## src/rtl/sla_pkg.sv

```systemverilog
// Shared constants and defaults for the serial line assembler.
`timescale 1ns / 1ps
package sla_pkg;

   localparam int BYTE_W = 8;
   localparam int CFG_W = 6;
   localparam int CSR_ADDR_W = 3;
   localparam int CSR_DATA_W = 32;
   localparam int LINE_MAX_DEFAULT = 64;

   localparam logic [CFG_W-1:0] MAX_OUT_LEN_RESET = 6'd63;
   localparam logic [BYTE_W-1:0] NL_BYTE = 8'd10;
   localparam logic [BYTE_W-1:0] CR_BYTE = 8'd13;
   localparam logic [BYTE_W-1:0] NUL_BYTE = 8'd0;

   // Register index, taken from the word address bit of the CSR port.
   localparam logic REG_MAX_OUT_LEN = 1'b0;

endpackage

```

## src/rtl/sla_line_ram.sv

```systemverilog
// Line store: single-port-write, single-port-read memory with registered read data.
`timescale 1ns / 1ps
module sla_line_ram #(
   parameter int DEPTH = sla_pkg::LINE_MAX_DEFAULT,
   parameter int ADDR_W = $clog2(DEPTH)
) (
   input  logic                      clock,
   input  logic                      wr_en,
   input  logic [ADDR_W-1:0]         wr_addr,
   input  logic [sla_pkg::BYTE_W-1:0] wr_data,
   input  logic                      rd_en,
   input  logic [ADDR_W-1:0]         rd_addr,
   output logic [sla_pkg::BYTE_W-1:0] rd_data
);
   import sla_pkg::*;

   logic [BYTE_W-1:0] mem [DEPTH];
   logic [BYTE_W-1:0] rd_data_ff;

   always_ff @(posedge clock) begin
      if (wr_en) begin
         mem[wr_addr] <= wr_data;
      end
   end

   always_ff @(posedge clock) begin
      if (rd_en) begin
         rd_data_ff <= mem[rd_addr];
      end
   end

   assign rd_data = rd_data_ff;

endmodule

```

## src/rtl/serial_line_assembler.sv

```systemverilog
// Serial line assembler: collects bytes into a line store and replays each completed line.
// Order: a byte is stored in the cycle it is accepted; a newline ending a non-empty line starts
// replay: S_READ reads the line store, S_CHECK loads the character into the output register, and
// S_END loads the end marker at the limit or on a zero byte; a held output stalls both.
// Throughput: one ordinary byte per cycle; in replay each character word passes S_READ and
// S_CHECK (the store read is registered); no byte is accepted until the end marker is loaded.
// Reset (synchronous): fill count and control state cleared, max_out_len set to 63.
`timescale 1ns / 1ps
module serial_line_assembler #(
   parameter int LINE_MAX = sla_pkg::LINE_MAX_DEFAULT
) (
   input  logic                            clock,
   input  logic                            reset,
   input  logic                            req_valid,
   output logic                            req_ready,
   input  logic [sla_pkg::BYTE_W-1:0]      req_rx_byte,
   output logic                            rsp_valid,
   input  logic                            rsp_ready,
   output logic [sla_pkg::BYTE_W-1:0]      rsp_line_char,
   output logic                            rsp_line_end,
   input  logic                            csr_psel,
   input  logic                            csr_penable,
   input  logic                            csr_pwrite,
   input  logic [sla_pkg::CSR_ADDR_W-1:0]  csr_paddr,
   input  logic [sla_pkg::CSR_DATA_W-1:0]  csr_pwdata,
   output logic [sla_pkg::CSR_DATA_W-1:0]  csr_prdata,
   output logic                            csr_pready
);
   import sla_pkg::*;

   localparam int CNT_W = $clog2(LINE_MAX);
   localparam logic [CNT_W-1:0] CAP = CNT_W'(LINE_MAX - 1);

   localparam logic [1:0] S_IDLE  = 2'd0;
   localparam logic [1:0] S_READ  = 2'd1;
   localparam logic [1:0] S_CHECK = 2'd2;
   localparam logic [1:0] S_END   = 2'd3;

   logic [1:0]        state_ff, state_in;
   logic [CNT_W-1:0]  fill_ff, fill_in;
   logic              last_cr_ff, last_cr_in;
   logic [CNT_W-1:0]  idx_ff, idx_in;
   logic [CNT_W-1:0]  lim_ff, lim_in;
   logic [CFG_W-1:0]  max_out_len_ff;
   logic              rsp_valid_ff, rsp_valid_in;
   logic [BYTE_W-1:0] rsp_char_ff, rsp_char_in;
   logic              rsp_end_ff, rsp_end_in;

   logic              req_fire;
   logic              slot_free;
   logic              wr_en;
   logic              rd_en;
   logic [BYTE_W-1:0] rd_data;
   logic              strip_cr;
   logic [CNT_W-1:0]  line_len;
   logic [CFG_W-1:0]  line_len_ext;
   logic [CFG_W-1:0]  lim_ext;
   logic              csr_write;

   sla_line_ram #(
      .DEPTH  (LINE_MAX),
      .ADDR_W (CNT_W)
   ) u_line_ram (
      .clock   (clock),
      .wr_en   (wr_en),
      .wr_addr (fill_ff),
      .wr_data (req_rx_byte),
      .rd_en   (rd_en),
      .rd_addr (idx_ff),
      .rd_data (rd_data)
   );

   assign csr_write  = csr_psel && csr_penable && csr_pwrite;
   assign csr_pready = 1'b1;
   assign csr_prdata = (csr_paddr[2] == REG_MAX_OUT_LEN)
                       ? CSR_DATA_W'(max_out_len_ff) : '0;

   always_ff @(posedge clock) begin
      if (reset) begin
         max_out_len_ff <= MAX_OUT_LEN_RESET;
      end else if (csr_write && csr_paddr[2] == REG_MAX_OUT_LEN) begin
         max_out_len_ff <= csr_pwdata[CFG_W-1:0];
      end
   end

   assign req_ready = (state_ff == S_IDLE);
   assign req_fire  = req_valid && req_ready;
   assign slot_free = !rsp_valid_ff || rsp_ready;

   assign wr_en        = req_fire && req_rx_byte != NL_BYTE && fill_ff < CAP;
   assign strip_cr     = last_cr_ff && fill_ff != '0;
   assign line_len     = fill_ff - CNT_W'(strip_cr);
   assign line_len_ext = CFG_W'(line_len);
   assign lim_ext      = (line_len_ext < max_out_len_ff) ? line_len_ext : max_out_len_ff;

   always_comb begin
      state_in     = state_ff;
      fill_in      = fill_ff;
      last_cr_in   = last_cr_ff;
      idx_in       = idx_ff;
      lim_in       = lim_ff;
      rsp_valid_in = rsp_valid_ff && !rsp_ready;
      rsp_char_in  = rsp_char_ff;
      rsp_end_in   = rsp_end_ff;
      rd_en        = 1'b0;
      unique case (state_ff)
         S_IDLE: begin
            if (req_fire) begin
               if (req_rx_byte != NL_BYTE) begin
                  if (fill_ff < CAP) begin
                     fill_in    = fill_ff + CNT_W'(1);
                     last_cr_in = (req_rx_byte == CR_BYTE);
                  end else begin
                     fill_in    = '0;
                     last_cr_in = 1'b0;
                  end
               end else begin
                  fill_in    = '0;
                  last_cr_in = 1'b0;
                  idx_in     = '0;
                  lim_in     = CNT_W'(lim_ext);
                  if (line_len != '0) begin
                     state_in = S_READ;
                  end
               end
            end
         end
         S_READ: begin
            if (idx_ff == lim_ff) begin
               state_in = S_END;
            end else begin
               rd_en    = 1'b1;
               state_in = S_CHECK;
            end
         end
         S_CHECK: begin
            if (rd_data == NUL_BYTE) begin
               state_in = S_END;
            end else if (slot_free) begin
               rsp_valid_in = 1'b1;
               rsp_char_in  = rd_data;
               rsp_end_in   = 1'b0;
               idx_in       = idx_ff + CNT_W'(1);
               state_in     = S_READ;
            end
         end
         S_END: begin
            if (slot_free) begin
               rsp_valid_in = 1'b1;
               rsp_char_in  = NUL_BYTE;
               rsp_end_in   = 1'b1;
               state_in     = S_IDLE;
            end
         end
         default: begin
            state_in = S_IDLE;
         end
      endcase
   end

   always_ff @(posedge clock) begin
      if (reset) begin
         state_ff     <= S_IDLE;
         fill_ff      <= '0;
         last_cr_ff   <= 1'b0;
         rsp_valid_ff <= 1'b0;
      end else begin
         state_ff     <= state_in;
         fill_ff      <= fill_in;
         last_cr_ff   <= last_cr_in;
         rsp_valid_ff <= rsp_valid_in;
      end
   end

   always_ff @(posedge clock) begin
      idx_ff      <= idx_in;
      lim_ff      <= lim_in;
      rsp_char_ff <= rsp_char_in;
      rsp_end_ff  <= rsp_end_in;
   end

   assign rsp_valid     = rsp_valid_ff;
   assign rsp_line_char = rsp_char_ff;
   assign rsp_line_end  = rsp_end_ff;

endmodule

```

## config.mk

```make
export PLATFORM = sky130hd
export DESIGN_NAME = serial_line_assembler
export DESIGN_NICKNAME = d
export VERILOG_FILES = /design/src/rtl/sla_pkg.sv /design/src/rtl/sla_line_ram.sv /design/src/rtl/serial_line_assembler.sv
export SDC_FILE = /design/constraint.sdc
export NUM_CORES = 1
export LEC_CHECK = 0
export BUFFER_PORTS_ARGS = -buffer_cell sky130_fd_sc_hd__buf_2
export CAP_MARGIN = 5
export CORE_ASPECT_RATIO = 1.5
export CORE_MARGIN = 1
export CORE_UTILIZATION = 30
export DETAILED_ROUTE_END_ITERATION = 8
export PLACE_DENSITY = 0.46
export SLEW_MARGIN = 20
export SYNTH_ARGS = -nofsm -noshare
export SYNTH_HDL_FRONTEND = slang
export SYNTH_SLANG_ARGS = --single-unit
export TNS_END_PERCENT = 5
```

## constraint.sdc

```tcl
create_clock -name clock -period 3.9 [get_ports clock]
set_input_delay 0.78 -clock clock [delete_from_list [all_inputs] [get_ports clock]]
set_output_delay 0.78 -clock clock [all_outputs]
set_load 0.03 [all_outputs]
```

==> metrics.md <==
| Metric | Value |
|---|---|
| Outcome | `finished clean` |
| Synthesized instance count | `1234` |
| Warnings from Yosys | `0` |
| IO Pins | `94` |
| Tightest Pin Transition | `1030 ps` |
| Synth Area in Adders | `0.558%` |
| Top post-synthesis cells by count | `edfxtp_1 (541), nor2_1 (110), mux4_2 (98)` |
| Global-route wire length before repair | `82400 µm` |
| Pleak | `8.68 nW` |
| Hold_buf cts | `0` |
| Yosys cell types | `51` |
| Starting Density | `30.3%` |
| Wire length per cell | `23.8 µm` |
| CTS root buffer | `clkbuf_16` |
| Synth Area in Compound Gates | `4.14%` |
| 1st-pass router iterations | `4` |
| Fin Clk Skew | `42.0 ps` |
| Worst-case vdd ir drop | `0.316 mV` |
| CP Launch Type | `flip-flop` |
| Critical Path RT | `4250 ps` |
| Synth Area in Simple Gates | `4.69%` |
| Syn avg cell area | `18.2 µm²` |
| Chip height | `337 µm` |
| Clk slew on worst S/H paths | `60 ps` |
| Netlist Area Pre-Place | `22400 µm²` |
| CP Capture Type | `flip-flop` |
| Crit-path cells | `nor2_1 -> a31oi_1 -> ha_1 -> ha_1 -> inv_1 -> ha_1 -> a21boi_0 -> o21ai_0 -> nand2b_1 -> a21oi_1 -> o21ai_1 -> mux2_2` |
| Row cnt | `122` |
| Top-area cell type share of the netlist area | `72.5%` |
| Post-synth EDFFs | `541` |
| DRC | `0` |
| Top-count cell post-synth | `edfxtp_1` |
| FF+latch count, synth | `557` |
| CTS tree | `yes` |
| Critical path arrival | `3600 ps` |
| Max-Cap Viols | `0` |
| Worst hold path class | `flip-flop to flip-flop` |
| Final GP Congestion | `0.784` |
| Synth area leader | `edfxtp_1` |
| Post-synth top flop | `edfxtp_1` |
| Multiplexer share of the synthesized area | `13.4%` |
| Peak Freq | `0.308 GHz` |
| Final Setup Violations | `0` |
| Most used cell, CP | `ha_1` |
| Die area | `75800 µm²` |
| Overall global routing resource usage | `15.2%` |
| Die Wd | `225 µm` |
| Clock Latency Late Sink | `640 ps` |
| Via density per instance | `4.73` |
| Ratio of cells with drive above 1 in the final layout | `21.7%` |
| Slew Viols, Final | `0` |
| Post-route ant nets | `0` |
| Dominant cells by area after synthesis | `edfxtp_1 (72%), mux4_2 (9.8%), mux2i_1 (3.3%)` |
| Max incr delay on CP | `450 ps` |
| Final cycle utilization of the critical path | `83.3%` |
| Initial DRC count | `774` |
| Async set-reset flop share out of synthesis | `0%` |
| IO buf count | `38` |
| Main combinational cell family by area after synthesis | `multiplexers` |
| Post-CTS resize count | `0` |
| Slowest cell on the critical path | `o21ai_1` |
| RSZ-0062 raised after global routing | `no` |
| Vias in the first global route | `12000` |
| Post-DP HPWL | `36500 µm` |
| Clock buffer depth | `3` |
| XOR/XNOR Fraction of Synth Area | `0.508%` |
| PD cells | `482 nW/µm²` |
| Final hold violations | `0` |
| Relative slew margins | `31.7%` |
| Crit Path Max Fanout | `10` |
| Minimum clock period | `3250 ps` |
| Core Util, Final | `35.1%` |
| Sequential area share after synthesis | `73.9%` |
| Core Area | `73900 µm²` |
| CTS H-tree depth | `2` |
| Clock sinks | `557` |
| CTS buffer count | `55` |
| Via count | `11200` |
| Ant. Diodes | `0` |
| Setup bufs post-CTS | `0` |
| Final setup TNS | `0 ps` |
| Area growth, synth to finish | `15.8%` |
| GRT overflow | `0` |
| Nets | `1386` |
| Initial antenna violation count | `2` |
| Routed Wire Length | `56200 µm` |
| Largest net degree at the start of global routing | `66` |
| Critical path type | `flip-flop to flip-flop` |
## logic make-up (layout without fill, tap and decap cells)
group / after synthesis / in the layout
AND/OR/NAND/NOR: 230 / 230
multiplexers: 177 / 177
AO/OA/AOI/OAI: 132 / 132
adder cells (fa/ha/maj): 10 / 10
flip-flops: 557 / 557
other: 2 / 27
buffers and inverters: 113 / 226
XOR/XNOR: 13 / 13
## final timing paths
kind / startpoint / end / slack, ps / depth (start not counted)
setup reg to reg: fill_ff[5]$_SDFFE_PP0P_ / lim_ff[3]$_DFFE_PP_ / 650 / 12
hold reg to reg: max_out_len_ff[1]$_SDFFE_PP1P_ / max_out_len_ff[1]$_SDFFE_PP1P_ / 480 / 1
setup / recovery: fill_ff[5]$_SDFFE_PP0P_ / lim_ff[3]$_DFFE_PP_ / 650 / 12
hold / removal: max_out_len_ff[1]$_SDFFE_PP1P_ / max_out_len_ff[1]$_SDFFE_PP1P_ / 480 / 1
## sequential cells by signal, indices dropped and copies added, names as in the netlist
name / flops
last_cr_ff: 1
idx_ff: 6
lim_ff: 6
u_line_ram.mem: 512
fill_ff: 6
u_line_ram.rd_data: 8
state_ff: 2
rsp_valid: 1
rsp_line_char: 8
max_out_len_ff: 6
rsp_line_end: 1
## worst max-delay path: cells and delay by family (launching register included)
| kind | cells | cell delay (ps) |
|---|---|---|
| buf+inv | 1 | 60 |
| flops | 1 | 430 |
| simple gates | 2 | 390 |
| fa+ha+maj | 3 | 810 |
| mux | 1 | 400 |
| compound gates | 5 | 900 |
## power breakdown
| group | switching (mW) | total, mW | internal, mW |
|---|---|---|---|
| Clock | 2.34 | 5.66 | 3.33 |
| Combinational | 0.218 | 0.267 | 0.0486 |
| Sequential | 0.00776 | 6.58 | 6.57 |
## metrics by stage
stage | worst slack [ps] | std cells | area [µm²] | hold slack (ps) | total power, mW
3_3_place_gp | 142 | 2261 | 24000 | 450 | 6.98
5_1_grt | 405 | 2364 | 25900 | 509 | 12.9
3_5_place_dp | 203 | 2261 | 24000 | 465 | 6.99
2_1_floorplan | 993 | 1259 | 22500 | 435 | 6.83
6_report | 650 | 2364 | 25900 | 485 | 12.5
4_1_cts | 671 | 2364 | 25900 | 472 | 12.7
## cells in the final DEF (no fill, tap or decap), drive strengths merged, types with 25 or more instances in the layout
cell,n
nand3,25
mux2i,75
nor2,113
nand2,34
edfxtp,541
mux4,98
conb,27
a211oi,25
a22oi,35
clkbuf,62
buf,102
## cell type report
type | instances | area (µm²)
fill | 7026 | 47900
sequential | 557 | 16600
multi-input combinational | 589 | 5330
clock buffer | 62 | 1440
tap | 992 | 1240
timing repair buffer | 102 | 808
clock inverter | 41 | 479
inverter | 21 | 81.3
## routing by layer
metal / up-vias / GRT usage (%) / part of all wire, %
li1: 5042 / - / -
met1: 5838 / 17.5 / 39
met2: 219 / 28.3 / 54
met3: 90 / 2.20 / 3.3
met4: 4 / 5.36 / 3.1
met5: - / 0 / 0.043
(Power assumes the default switching activity.)
